## config.mk

```make
export PLATFORM = sky130hd
export DESIGN_NAME = day_of_week_doomsday
export DESIGN_NICKNAME = d
export VERILOG_FILES = /design/src/sv/dow_pkg.sv /design/src/sv/dow_yr_split.sv /design/src/sv/dow_leap_check.sv /design/src/sv/dow_anchor.sv /design/src/sv/day_of_week_doomsday.sv
export SDC_FILE = /design/constraint.sdc
export NUM_CORES = 1
export LEC_CHECK = 0
export ABC_AREA = 1
export BUFFER_PORTS_ARGS = -buffer_cell sky130_fd_sc_hd__buf_2
export CORE_MARGIN = 1
export CORE_UTILIZATION = 64
export CTS_CLUSTER_SIZE = 30
export DETAILED_ROUTE_END_ITERATION = 7
export PLACE_DENSITY = 0.93
export SLEW_MARGIN = 30
export SYNTH_ARGS = -nofsm -noshare
export SYNTH_HDL_FRONTEND = slang
export SYNTH_SLANG_ARGS = --single-unit
```

## constraint.sdc

```tcl
create_clock -name clk -period 7.61 [get_ports clk]
set_input_delay 1.522 -clock clk [delete_from_list [all_inputs] [get_ports clk]]
set_output_delay 1.522 -clock clk [all_outputs]
set_load 0.005 [all_outputs]
```

## src/sv/dow_pkg.sv

```systemverilog
package dow_pkg;

  // Stage 1: the year is split into its century and the year within it.
  typedef struct packed {
    logic [3:0] month;
    logic [4:0] day;
    logic [1:0] cent_lo;   // century number modulo 4
    logic [6:0] yy;        // year within the century, 0..99
    logic [1:0] yr_lo;     // year modulo 4
  } dow_s1_t;

  // Stage 2: leap rule, date check and the year within the century split by 12.
  typedef struct packed {
    logic [3:0] month;
    logic [4:0] day;
    logic       leap;
    logic       date_ok;
    logic [1:0] cent_lo;
    logic [3:0] q12;       // 0..8
    logic [3:0] r12;       // 0..11
  } dow_s2_t;

  // Stage 3: anchor weekday and the distance term of the month's doomsday date.
  typedef struct packed {
    logic [4:0] day;
    logic       leap;
    logic       date_ok;
    logic [2:0] anchor;
    logic [5:0] dd_gap;    // 35 minus the month's doomsday date
  } dow_s3_t;

  localparam logic [6:0] YearsPerCentury = 7'd100;
  localparam logic [3:0] MonthsPerYear   = 4'd12;
  localparam logic [2:0] DaysPerWeek     = 3'd7;
  localparam logic [5:0] WeekFold        = 6'd35;
  localparam logic [12:0] Recip100       = 13'd5243;  // 2^19 / 100, rounded up
  localparam int unsigned Recip100Shift  = 19;
  localparam logic [5:0] Recip12         = 6'd43;     // 2^9 / 12, rounded up
  localparam int unsigned Recip12Shift   = 9;
  localparam logic [5:0] Recip7          = 6'd37;     // 2^8 / 7, rounded up
  localparam int unsigned Recip7Shift    = 8;

  function automatic logic [2:0] century_code(input logic [1:0] cent_lo);
    logic [2:0] code;
    case (cent_lo)
      2'd0:    code = 3'd2;
      2'd1:    code = 3'd0;
      2'd2:    code = 3'd5;
      default: code = 3'd3;
    endcase
    return code;
  endfunction

  function automatic logic [4:0] month_len(input logic [3:0] month, input logic leap);
    logic [4:0] len;
    case (month)
      4'd1, 4'd3, 4'd5, 4'd7, 4'd8, 4'd10, 4'd12: len = 5'd31;
      4'd4, 4'd6, 4'd9, 4'd11:                    len = 5'd30;
      4'd2:    len = leap ? 5'd29 : 5'd28;
      default: len = 5'd0;
    endcase
    return len;
  endfunction

  // Day of the month that falls on the year's doomsday.
  function automatic logic [4:0] month_dd(input logic [3:0] month, input logic leap);
    logic [4:0] dd;
    case (month)
      4'd1:    dd = leap ? 5'd4 : 5'd3;
      4'd2:    dd = leap ? 5'd29 : 5'd28;
      4'd3:    dd = 5'd14;
      4'd4:    dd = 5'd4;
      4'd5:    dd = 5'd9;
      4'd6:    dd = 5'd6;
      4'd7:    dd = 5'd11;
      4'd8:    dd = 5'd8;
      4'd9:    dd = 5'd5;
      4'd10:   dd = 5'd10;
      4'd11:   dd = 5'd7;
      4'd12:   dd = 5'd12;
      default: dd = 5'd0;
    endcase
    return dd;
  endfunction

  // Reduces a value below 28 modulo 7 with one compare-subtract choice.
  function automatic logic [2:0] mod7_small(input logic [4:0] v);
    logic [4:0] r;
    if (v >= 5'd21) begin
      r = v - 5'd21;
    end else if (v >= 5'd14) begin
      r = v - 5'd14;
    end else if (v >= 5'd7) begin
      r = v - 5'd7;
    end else begin
      r = v;
    end
    return r[2:0];
  endfunction

endpackage

```

## src/sv/dow_yr_split.sv

```systemverilog
module dow_yr_split (
  input  logic            clk,
  input  logic            rst,
  input  logic            en,
  input  logic            in_vld,
  input  logic [3:0]      month_num,
  input  logic [4:0]      day_of_month,
  input  logic [13:0]     year_num,
  output logic            out_vld,
  output dow_pkg::dow_s1_t out_data
);
  import dow_pkg::*;

  logic [26:0] prod;
  logic [7:0]  cent;
  logic [13:0] cent_years;
  logic [13:0] rem;

  // The reciprocal is exact for every 14-bit year.
  assign prod       = 27'(year_num) * 27'(Recip100);
  assign cent       = prod[Recip100Shift +: 8];
  assign cent_years = 14'(cent) * 14'(YearsPerCentury);
  assign rem        = year_num - cent_years;

  always_ff @(posedge clk) begin
    if (rst) begin
      out_vld <= 1'b0;
    end else if (en) begin
      out_vld <= in_vld;
    end
    if (en) begin
      out_data.month   <= month_num;
      out_data.day     <= day_of_month;
      out_data.cent_lo <= cent[1:0];
      out_data.yy      <= rem[6:0];
      out_data.yr_lo   <= year_num[1:0];
    end
  end

endmodule

```

## src/sv/dow_leap_check.sv

```systemverilog
module dow_leap_check (
  input  logic            clk,
  input  logic            rst,
  input  logic            en,
  input  logic            in_vld,
  input  dow_pkg::dow_s1_t in_data,
  output logic            out_vld,
  output dow_pkg::dow_s2_t out_data
);
  import dow_pkg::*;

  logic        leap;
  logic        date_ok;
  logic [12:0] prod;
  logic [3:0]  q12;
  logic [6:0]  r12;

  // A year is leap when divisible by 4, unless it ends a century not divisible by 400.
  assign leap = (in_data.yr_lo == 2'd0) &&
                ((in_data.yy != 7'd0) || (in_data.cent_lo == 2'd0));

  assign date_ok = (in_data.month >= 4'd1) && (in_data.month <= MonthsPerYear) &&
                   (in_data.day != 5'd0) &&
                   (in_data.day <= month_len(in_data.month, leap));

  assign prod = 13'(in_data.yy) * 13'(Recip12);
  assign q12  = prod[Recip12Shift +: 4];
  assign r12  = in_data.yy - (7'(q12) * 7'(MonthsPerYear));

  always_ff @(posedge clk) begin
    if (rst) begin
      out_vld <= 1'b0;
    end else if (en) begin
      out_vld <= in_vld;
    end
    if (en) begin
      out_data.month   <= in_data.month;
      out_data.day     <= in_data.day;
      out_data.leap    <= leap;
      out_data.date_ok <= date_ok;
      out_data.cent_lo <= in_data.cent_lo;
      out_data.q12     <= q12;
      out_data.r12     <= r12[3:0];
    end
  end

endmodule

```

## src/sv/dow_anchor.sv

```systemverilog
module dow_anchor (
  input  logic            clk,
  input  logic            rst,
  input  logic            en,
  input  logic            in_vld,
  input  dow_pkg::dow_s2_t in_data,
  output logic            out_vld,
  output dow_pkg::dow_s3_t out_data
);
  import dow_pkg::*;

  logic [4:0] sum;
  logic [4:0] dd;

  assign sum = 5'(century_code(in_data.cent_lo)) + 5'(in_data.q12) +
               5'(in_data.r12) + 5'(in_data.r12[3:2]);
  assign dd  = month_dd(in_data.month, in_data.leap);

  always_ff @(posedge clk) begin
    if (rst) begin
      out_vld <= 1'b0;
    end else if (en) begin
      out_vld <= in_vld;
    end
    if (en) begin
      out_data.day     <= in_data.day;
      out_data.leap    <= in_data.leap;
      out_data.date_ok <= in_data.date_ok;
      out_data.anchor  <= mod7_small(sum);
      out_data.dd_gap  <= WeekFold - 6'(dd);
    end
  end

endmodule

```

## src/sv/day_of_week_doomsday.sv

```systemverilog
// Gregorian day of week by the doomsday rule. Each accepted item carries a
// month, a day and a year; each gives exactly one result item with the
// weekday of the date (0 = Sunday), the year's doomsday weekday, a leap-year
// flag and a flag that the month and day form an existing date. A date that
// does not exist (month outside 1..12, day 0, or a day past the month's end,
// February included) reports weekday 0, while the doomsday weekday and leap
// flag are still computed from the year. The block is a four-stage pipeline:
// split of the year into century and year within it, leap rule and date
// check, doomsday weekday, and the final weekday in the output register.
// A new item can be accepted every cycle while req_stall is low, and each item
// moves through the stage registers in order to the output register.
// A stall only holds the stages that are occupied, so empty stages keep filling.
module day_of_week_doomsday (
  input  logic        clk,
  input  logic        rst,
  input  logic        req_valid,
  output logic        req_stall,
  input  logic [3:0]  month_num,
  input  logic [4:0]  day_of_month,
  input  logic [13:0] year_num,
  output logic        rsp_valid,
  input  logic        rsp_stall,
  output logic [2:0]  weekday,
  output logic [2:0]  anchor_weekday,
  output logic        is_leap,
  output logic        date_valid
);
  import dow_pkg::*;

  dow_s1_t s1_data;
  dow_s2_t s2_data;
  dow_s3_t s3_data;
  logic    s1_vld;
  logic    s2_vld;
  logic    s3_vld;

  // Each stage loads when it is empty or when the stage after it loads.
  logic en1;
  logic en2;
  logic en3;
  logic en4;

  assign en4       = !rsp_valid || !rsp_stall;
  assign en3       = !s3_vld || en4;
  assign en2       = !s2_vld || en3;
  assign en1       = !s1_vld || en2;
  assign req_stall = !en1;

  dow_yr_split u_yr_split (
    .clk          (clk),
    .rst          (rst),
    .en           (en1),
    .in_vld       (req_valid),
    .month_num    (month_num),
    .day_of_month (day_of_month),
    .year_num     (year_num),
    .out_vld      (s1_vld),
    .out_data     (s1_data)
  );

  dow_leap_check u_leap_check (
    .clk      (clk),
    .rst      (rst),
    .en       (en2),
    .in_vld   (s1_vld),
    .in_data  (s1_data),
    .out_vld  (s2_vld),
    .out_data (s2_data)
  );

  dow_anchor u_anchor (
    .clk      (clk),
    .rst      (rst),
    .en       (en3),
    .in_vld   (s2_vld),
    .in_data  (s2_data),
    .out_vld  (s3_vld),
    .out_data (s3_data)
  );

  // The weekday is the anchor moved by the day's distance from the month's
  // doomsday date. The constant 35 keeps the sum positive; the sum stays
  // below 73, where the reciprocal multiply gives the exact quotient by 7.
  logic [6:0]  wd_sum;
  logic [12:0] wd_prod;
  logic [3:0]  wd_quot;
  logic [6:0]  wd_rem;

  assign wd_sum  = 7'(s3_data.anchor) + 7'(s3_data.day) + 7'(s3_data.dd_gap);
  assign wd_prod = 13'(wd_sum) * 13'(Recip7);
  assign wd_quot = wd_prod[Recip7Shift +: 4];
  assign wd_rem  = wd_sum - (7'(wd_quot) * 7'(DaysPerWeek));

  always_ff @(posedge clk) begin
    if (rst) begin
      rsp_valid <= 1'b0;
    end else if (en4) begin
      rsp_valid <= s3_vld;
    end
    if (en4) begin
      weekday        <= s3_data.date_ok ? wd_rem[2:0] : 3'd0;
      anchor_weekday <= s3_data.anchor;
      is_leap        <= s3_data.leap;
      date_valid     <= s3_data.date_ok;
    end
  end

endmodule
```

; Yosys cells after proc, flatten, opt, wreduce, memory -nomap -nowiden
; Cells that the tools add are included.
[totals]
regBits = 69
latch_bits = 0
ram_bits = 0
romBits = 0
inputBits = 27
word_cells = 106
mem_count = 0
[op_classes]
n_addsub = 12
n_mul = 6
div = 0
magnitude_cmp = 6
n_eq_ne = 26
n_shift = 0
muxes = 9
bitwise_logic = 0
n_reduce_logical = 22
[op_table]
columns = operator, count
row1 = $pmux W5 S12, 1
row2 = $eq A4 B4 Y1 const B, 10
row3 = $eq A4 B3 Y1 const B, 8
row4 = $mul A14 B13 Y27 const B, 1
row5 = $eq A4 B2 Y1 const B, 4
row6 = $pmux W5 S3, 1
row7 = $mul A7 B6 Y13 const B, 1
row8 = $mul A7 B6 Y12 const B, 1
row9 = $mux W3, 4
row10 = $pmux W3 S3, 1
row11 = $sub A3 B3 Y3 const B, 3
row12 = $eq A4 B1 Y1 const B, 2
row13 = $mul A8 B5 Y5 const B, 1
row14 = $add A6 B6 Y7, 1
row15 = $reduce_bool A7 Y1, 1
row16 = $reduce_or A7 Y1, 1
row17 = $sub A7 B7 Y7, 1
row18 = $add A3 B5 Y6, 1
row19 = $logic_not A1 Y1, 6
row20 = $logic_not A2 Y1, 3
row21 = $sub A6 B5 Y6 const A, 1
row22 = $add A3 B4 Y5, 1
row23 = $add A5 B2 Y5, 1
row24 = $add A5 B4 Y5, 1
row25 = other kinds (17), 25

; Longest topological paths before layout
; Gate-level depths: netlist of run 1.
[logic_depth]
ltp_word = 9
mapped_depth = 34
depth_no_buf = 34

; Hierarchy
; A second synthesis of run 1 with hierarchy kept.
[hier_totals]
cells_unflattened = 906
hier_area_um2 = 8420.6
[modules_own_cells]
columns = module, instances, cells_each, area_each_um2, seq_area_each_um2
row1 = dow_yr_split, 1, 423, 4080.2, 560.5
row2 = dow_leap_check, 1, 182, 1806.7, 650.6
row3 = dow_anchor, 1, 149, 1298.7, 500.5
row4 = day_of_week_doomsday, 1, 152, 1234.9, 260.2

; Worst setup path after synthesis of run 1
; No wires, ideal clock.
[synth_timing]
path_type = input port to flip-flop
startpoint = input year_num[9]
endpoint = register u_yr_split.out_data[8] (netlist bit) (data pin)
t_arrival_ns = 6.372
t_required_ns = 7.361
path_slack_ns = 0.989
path_stages = 31
cell_sequence = fa_1 -> ha_1 -> inv_1 -> fa_1 -> inv_1 -> fa_1 -> inv_1 -> fa_1 -> inv_1 -> ha_1 -> nand2_1 -> inv_1 -> nand3_1 -> a21oi_1 -> a211oi_1 -> o21ai_0 -> a31oi_1 -> xnor2_1 -> ha_1 -> inv_1 -> ha_1 -> a21oi_1 -> nand2_1 -> xor2_1 -> inv_1 -> nand3_2 -> nand3_1 -> nand2_1 -> nand2_1 -> nand2_1 -> inv_1
[synth_between]
elab_chain_len = 3
[synth_lines]
columns = element, line
row1 = from (decl), day_of_week_doomsday.sv:20  ; input logic [13:0] year_num,
row2 = $mul A14 B13 Y27, dow_yr_split.sv:20  ; assign prod = 27'(year_num) * 27'(Recip100);
row3 = $mul A8 B5 Y5, dow_yr_split.sv:22  ; assign cent_years = 14'(cent) * 14'(YearsPerCentury);
row4 = $sub A7 B7 Y7, dow_yr_split.sv:23  ; assign rem = year_num - cent_years;
row5 = via u_yr_split.rem[6], dow_yr_split.sv:17  ; logic [13:0] rem;
row6 = to (decl), dow_yr_split.sv:10  ; output dow_pkg::dow_s1_t out_data
; The timed path passes the listed nets, and every way through them passes these cells.
; A chain may end at the register's enable or synchronous reset.

; Worst setup path after layout of run 1
[layout_timing]
startpoint = input year_num[8]
endpoint = register u_yr_split.out_data[8] (netlist bit) (data pin)
; The elaborated chain is that of the path after synthesis.

==> results.yml, run 1 <==
routing:
  wl_per_cell_um: 16.0
  dr_total_vias: 5579
  drc_errors: 0
  wl_mm: 16.3
  routed_via_density: 5.47
  drtAntennaViolNets: 0
  drt_iter0_drc: 222
  dr.pass1.iters: 5
logic_synthesis:
  synthTopCellsByArea: "ha_1, edfxtp_1, fa_1, inv_1, nand2_1"
  avgSynthCellArea_um2: 9.96
  synth_cell_types: 37
  netlist.area_leader.share: 0.266
  mappedNetlistArea_um2: 7960
  synth-seq-cells: 67
  synthCells: 799
  ys_warn_count: 0
  seq_area_frac_synth: 0.248
  synth_fp_nets: 1077
  yosysTopAreaCell: "ha_1"
placement:
  place_congestion: 0.933
  dpl.hpwl_mm: 13.4
  io_buffers: 36
  place_ws_ns: 0.400
clock_tree:
  clkLatencyLatePin_ns: 0.34
  cts_resized: 0
  htree_levels: 3
  clock_sinks: 67
  postCtsSetupRepairBufs: 0
  tritoncts: "yes"
  clockRootBuffer: "clkbuf_16"
  hold_buffers: 0
  clk_pin_slew_worst_paths_ns: 0.06
  clockBufferDepth: 2
  numCtsBuffers: 9
timing:
  finClkSkew_ns: 0.00706
  slew_viol_final: 0
  tns_ns: 0
  worst_slack_ns: 0.698
  min_period_over_period: 0.908
  setup_viol: 0
  worst_slew_pin_slew_ns: 0.884
  rsz0062_at_grt: "false"
  slew_headroom: 0.410
  period_minus_slack_ns: 6.91
  max_freq_mhz: 145
  final_hold_viol_count: 0
global_routing:
  grt_use_met1: 0.283
  grt_usage: 0.278
  gr-usage-met2: 0.537
  grt_pass1_wl_mm: 27.6
  use_met3: 0.0372
  grt_max_degree: 24
  grt.busiest_layer: "met2"
  grt-ovfl-total: 0
  grt_pass1_vias: 6226
  antenna_found_initial: 0
critical_path:
  required_ns: 7.70
  critPathLaunchType: "input port"
  end_kind: "flip-flop"
  crit_arrival_ns: 7.00
  slowest_stage: "fa_1"
  crit_type: "in -> reg"
  max_stage_delay_ns: 0.55
  crit_fanout: 6
  path_common_cell: "inv_1"
cells_and_area:
  final_layout_size_suffix_gt1_frac: 0.0823
  nNetsFinal: 1124
  antenna_cells: 0
  final_cell_mix: "inv_1, ha_1, nand2_1"
  fill_cells: 790
  final_common_cell: "inv_1"
  area_growth_pct: 8.81
die:
  fp.dieW_um: 113
  start_util: 0.660
  die_h_um: 113
  core_area_um2: 12100
  io_pins: 37
  die_area_um2: 12900
  rows: 40
run:
  timing.max_cap.violations: 0
min_path:
  hold_path_class: "reg -> reg"
status:
  run_status: "finished, final reports clean"
registers in the layout, summed over array words and instances (netlist names), 3 cells and up:
signal                 count
u_leap_check.out_data     21
u_anchor.out_data         16
weekday                    3
u_yr_split.out_data       18
anchor_weekday             3
cells in the mapped netlist (all sizes together):
cell type / number
nor2: 23
edfxtp: 63
nor3: 5
nand2: 94
a32oi: 1
o211ai: 3
a31oi: 3
o21ba: 1
o21a: 2
and2: 1
fa: 82
a21oi: 37
a21boi: 1
xnor2: 9
nand4: 6
a21o: 4
xor2: 19
o2111a: 1
o221ai: 2
o21ai: 11
a311oi: 1
a211oi: 2
inv: 217
o2111ai: 1
ha: 169
or2: 5
o21bai: 4
nand3: 28
dfxtp: 4
cells by family after synthesis:
group / share of synthesized area
xor+xnor: 0.0308
buf+inv: 0.102
simple gates: 0.0908
compound gates: 0.0560
fa+ha+maj: 0.472
flops: 0.248
worst paths after layout:
path,slack (ns),start,cells after the start,endpoint
max,0.70,year_num[8],30,u_yr_split.out_data[8]
min reg2reg,0.42,u_leap_check.out_data[12],0,u_anchor.out_data[11]
max reg2reg,1.62,u_anchor.out_data[7],27,weekday[2]
min,0.42,u_leap_check.out_data[12],0,u_anchor.out_data[11]
layout make-up:
| cell class | instances | area [um2] | area share |
|---|---|---|---|
| Timing Repair Buffer | 36 | 180 | 0.0208 |
| Sequential cell | 67 | 1970 | 0.228 |
| Clock buffer | 9 | 225 | 0.0260 |
| Multi-Input combinational cell | 515 | 5170 | 0.597 |
| Tap cell | 168 | 210 | 0.0243 |
| Inverter | 217 | 815 | 0.0941 |
| Clock inverter | 7 | 85.1 | 0.00983 |
per-stage QoR:
step | hold slack [ns] | utilization | instance area (um2) | instances
6_report | 0.417 | 0.718 | 8660 | 1019
5_1_grt | 0.428 | 0.718 | 8660 | 1019
4_1_cts | 0.417 | 0.718 | 8660 | 1019
3_5_place_dp | 0.405 | 0.692 | 8350 | 1003
3_3_place_gp | 0.402 | 0.692 | 8350 | 1003
2_1_floorplan | 0.400 | - | 7960 | 799
per-layer routing:
metal,part of all wire,up-vias
met5,0,-
met4,0.054,0
met3,0.036,79
met2,0.54,188
met1,0.37,2652
li1,-,2660
critical path, delay by kind of cell:
family	cells	cell delay [ns]
compound gates	5	0.59
simple gates	8	0.63
buf+inv	7	0.51
fa+ha+maj	8	3.36
xor+xnor	2	0.37
Power of run 1 is left out: the tool's default activity adds up to more than one toggle a clock period on the data nets, which glitch-free logic cannot reach.
==> inputs of run 2 (changes only) <==
- ABC_AREA: 1 -> unset
- SLEW_MARGIN: 30 -> 5
==> results.yml, run 2 <==
routing:
  dr_total_vias: 5041
  wl_mm: 16.3
  wl_per_cell_um: 18.5
  drtAntennaViolNets: 0
  drt_iter0_drc: 271
  routed_via_density: 5.73
  dr.pass1.iters: 6
  drc_errors: 6
clock_tree:
  tritoncts: "yes"
  postCtsSetupRepairBufs: 0
  clockRootBuffer: "clkbuf_16"
  htree_levels: 3
  clock_sinks: 67
  numCtsBuffers: 9
  clk_pin_slew_worst_paths_ns: 0.06
  clockBufferDepth: 2
  clkLatencyLatePin_ns: 0.33
logic_synthesis:
  synth_fp_nets: 961
  netlist.area_leader.share: 0.276
  synth_edf_count: 63
  ys_warn_count: 0
  synth-seq-cells: 67
  synth.most_common_cell: "inv_1"
  synthTopCellsByArea: "ha_1, edfxtp_1, fa_1, inv_1, xnor2_1"
  yosysTopAreaCell: "ha_1"
  ys.flop_type: "edfxtp_1"
  mappedNetlistArea_um2: 7650
  seq_area_frac_synth: 0.258
  async_flop_share: 0
  avgSynthCellArea_um2: 11.2
  synthCells: 683
  ys_top_cells_by_count: "inv_1, ha_1, fa_1"
  synth_cell_types: 45
timing:
  worst_slew_pin_slew_ns: 0.973
  tns_ns: 0
  rsz0062_at_grt: "false"
  max_freq_mhz: 137
  final_hold_viol_count: 0
  period_minus_slack_ns: 7.31
  setup_viol: 0
  finClkSkew_ns: 0.00605
  slew_headroom: 0.350
  min_period_over_period: 0.961
  slew_viol_final: 0
die:
  fp.dieW_um: 111
  io_pins: 37
  die_area_um2: 12400
  start_util: 0.664
  die_h_um: 111
  rows: 39
  core_area_um2: 11500
cells_and_area:
  top_regs: "u_leap_check.out_data (21), u_yr_split.out_data (18), u_anchor.out_data (16)"
  antenna_cells: 0
  final_cell_mix: "inv_1, ha_1, fa_1"
  final_layout_size_suffix_gt1_frac: 0.0856
  final_util: 0.723
  top_register: "u_leap_check.out_data"
  largest_reg_flops: 21
  area_growth_pct: 8.86
  nNetsFinal: 1009
  final_common_cell: "inv_1"
run:
  timing.max_cap.violations: 0
critical_path:
  end_kind: "flip-flop"
  crit_type: "in -> reg"
  crit_arrival_ns: 7.39
  crit_fanout: 7
  required_ns: 7.68
  reg2regPathDepth: 23
  critPathLaunchType: "input port"
placement:
  place_congestion: 0.919
  dpl.hpwl_mm: 13.1
  io_buffers: 36
global_routing:
  grt_pass1_vias: 5768
  grt_max_degree: 22
  grt_pass1_wl_mm: 27.0
  antenna_found_initial: 0
  grt_usage: 0.282
  grt-ovfl-total: 0
status:
  violations: "design-rule violations"
  run_status: "complete, but fails checks"
min_path:
  hold_path_class: "reg -> reg"
  hold_path_depth: 0
-- run 2: kinds of logic (layout without fill, tap and decap cells) --
group | count (synthesis) | after routing | share of synthesized area
flip-flops | 67 | 67 | 0.258
buffers and inverters | 178 | 231 | 0.0873
adder cells (fa/ha/maj) | 251 | 251 | 0.491
AO/OA/AOI/OAI | 81 | 81 | 0.0703
multiplexers | 3 | 3 | 0.00425
AND/OR/NAND/NOR | 62 | 62 | 0.0414
XOR/XNOR | 41 | 41 | 0.0479
-- run 2: area by class of cell --
class | count | area [um2]
clock buffer | 9 | 225
inverter | 178 | 668
clock inverter | 7 | 82.6
tap | 143 | 179
timing repair buffer | 37 | 188
sequential | 67 | 1970
multi-input combinational | 438 | 5010
fill | 738 | 3190
-- run 2: metrics by stage --
step                setup WS (ns)  std cells  cell area [um2]  hold slack [ns]
detailed placement        0.00473        863             8020            0.410
global placement            0.333        863             8020            0.401
finish                      0.297        879             8330            0.423
floorplan                   0.659        683             7650            0.400
global route               0.0701        879             8330            0.428
CTS                         0.282        879             8320            0.425
-- run 2: metal layers --
layer,vias up,track usage,share of wire
li1,2356,-,-
met1,2466,0.295,0.37
met2,160,0.538,0.55
met3,59,0.0495,0.037
met4,0,0.144,0.045
met5,-,0,0
-- run 2: worst paths after layout --
check	start	endpoint	slack, ns
min reg2reg	u_leap_check.out_data[16]	u_anchor.out_data[15]	0.42
max	year_num[11]	u_yr_split.out_data[8]	0.30
min	u_leap_check.out_data[16]	u_anchor.out_data[15]	0.42
max reg2reg	u_anchor.out_data[7]	weekday[2]	1.58
-- run 2: repair_timing --
item                       4_1_cts  5_1_grt
hold buffers                     0        0
gates resized for setup          0        1
setup endpoints to repair        0        1
-- run 2: worst max-delay path: stages --
cell      delay, ns
buf_2          0.23
fa_1           0.46
ha_1           0.29
inv_1          0.04
fa_1           0.47
inv_1          0.05
fa_1           0.53
inv_1          0.05
fa_1           0.53
inv_1          0.05
ha_1           0.34
a21oi_1        0.27
a21oi_1        0.11
a211o_1        0.26
a221o_2        0.38
a21oi_2        0.20
o21bai_1       0.11
xor2_1         0.15
ha_1           0.28
inv_1          0.04
ha_1           0.29
a21oi_1        0.24
xnor2_1        0.21
xnor2_1        0.18
xnor2_1        0.10
Power of run 2 is left out for the same reason.
==> inputs of run 3 (changes only) <==
- CORE_UTILIZATION: 64 -> 65
- CTS_BUF_LIST: unset -> sky130_fd_sc_hd__clkbuf_4
- PLACE_DENSITY: 0.93 -> 0.94
==> results.yml, run 3 (same netlist as run 2, synthesis figures left out) <==
status:
  run_status: "finished, final reports clean"
cells_and_area:
  final_common_cell: "inv_1"
  final_util: 0.713
  area_growth_pct: 6.95
  nNetsFinal: 1011
  final_cell_mix: "inv_1, ha_1, fa_1"
  top_regs: "u_leap_check.out_data (21), u_yr_split.out_data (18), u_anchor.out_data (16)"
  fin_area_um2: 8180
  largest_reg_flops: 21
  top_register: "u_leap_check.out_data"
  final_layout_size_suffix_gt1_frac: 0.0867
  antenna_cells: 0
clock_tree:
  hold_buffers: 0
  clockRootBuffer: "clkbuf_4"
  numCtsBuffers: 9
  postCtsSetupRepairBufs: 0
  tritoncts: "yes"
  clkLatencyLatePin_ns: 0.43
  htree_levels: 3
  clk_pin_slew_worst_paths_ns: 0.12
  clock_sinks: 67
  clockBufferDepth: 2
  cts_resized: 0
die:
  rows: 39
  fp.dieW_um: 110
  start_util: 0.667
  die_area_um2: 12200
  io_pins: 37
  core_area_um2: 11500
  die_h_um: 110
global_routing:
  grt_usage: 0.271
  use_met3: 0.0318
  grt_pass1_wl_mm: 26.0
  grt_use_met1: 0.293
  grt.busiest_layer: "met2"
  grt_pass1_vias: 5588
  grt_max_degree: 22
  antenna_found_initial: 0
  gr-usage-met2: 0.520
  grt-ovfl-total: 0
timing:
  final_hold_viol_count: 0
  min_period_over_period: 0.932
  tns_ns: 0
  worst_slew_pin_slew_ns: 0.899
  slew_viol_final: 0
  finClkSkew_ns: 0.0217
  max_freq_mhz: 141
  period_minus_slack_ns: 7.09
  setup_viol: 0
  slew_headroom: 0.399
  rsz0062_at_grt: "false"
routing:
  drt_iter0_drc: 264
  drtAntennaViolNets: 0
  dr.pass1.iters: 5
  drc_errors: 0
  dr_total_vias: 5059
  routed_via_density: 5.74
  wl_per_cell_um: 17.5
  wl_mm: 15.4
critical_path:
  path_common_cell: "inv_1"
  rr_startpoint: "u_anchor.out_data[7]"
  crit_fanout: 7
  rr_endpoint: "weekday[2]"
  crit_type: "in -> reg"
  r2r_slack_ns: 1.45
  end_kind: "flip-flop"
  max_stage_delay_ns: 0.52
  reg2regPathDepth: 23
  critPathTopFamily: "adder cells"
  required_ns: 7.79
  crit_arrival_ns: 7.27
  cp_num_buf_inv: 6
  slowest_stage: "fa_1"
  critPathLaunchType: "input port"
min_path:
  whs_endpoint: "u_anchor.out_data[12]"
  min-delay-start: "u_leap_check.out_data[13]"
  hold_path_class: "reg -> reg"
  hold_path_depth: 0
placement:
  place_congestion: 0.949
  dpl.hpwl_mm: 13.0
  io_buffers: 36
  dpl_cell_area_um2: 8030
run:
  timing.max_cap.violations: 0
==> run 3: changes by cell type in the layout (fill, tap and decap cells not counted) <==
cell,change
a21oi_1,+1
clkbuf_4,+9
buf_4,+2
clkbuf_16,-9
a21oi_2,-1
==> run 3: cell type report <==
class | instances | area, um2
clock inverters | 7 | 82.6
multi-input cells | 438 | 5010
fillers | 701 | 3290
well taps | 143 | 179
inverters | 178 | 668
flip-flops and latches | 67 | 1970
repair buffers | 39 | 203
clock buffers | 9 | 67.6
==> run 3: worst max-delay path by stage <==
stage                       startpoint                endpoint  slack, ns  cells past startpoint
after floorplan           year_num[10]  u_yr_split.out_data[8]       0.66                     24
after global placement    year_num[11]  u_yr_split.out_data[8]       0.36                     25
after detailed placement  year_num[11]  u_yr_split.out_data[8]       0.10                     25
after CTS                 year_num[11]  u_yr_split.out_data[8]       0.56                     25
after global routing       year_num[4]  u_yr_split.out_data[8]       0.24                     25
final                     year_num[11]  u_yr_split.out_data[8]       0.52                     25
==> run 3: per-stage QoR <==
step / setup slack, ns / hold slack [ns] / cells
2_1_floorplan: 0.659 / 0.400 / 683
4_1_cts: 0.561 / 0.439 / 881
3_3_place_gp: 0.362 / 0.401 / 865
3_5_place_dp: 0.103 / 0.410 / 865
6_report: 0.521 / 0.436 / 881
5_1_grt: 0.240 / 0.435 / 881
==> run 3: routing by layer <==
layer	vias to the layer above	share of wire
met5	-	0
met4	0	0.039
met3	54	0.041
met2	180	0.55
met1	2462	0.37
li1	2363	-
Power of run 3 is left out for the same reason.
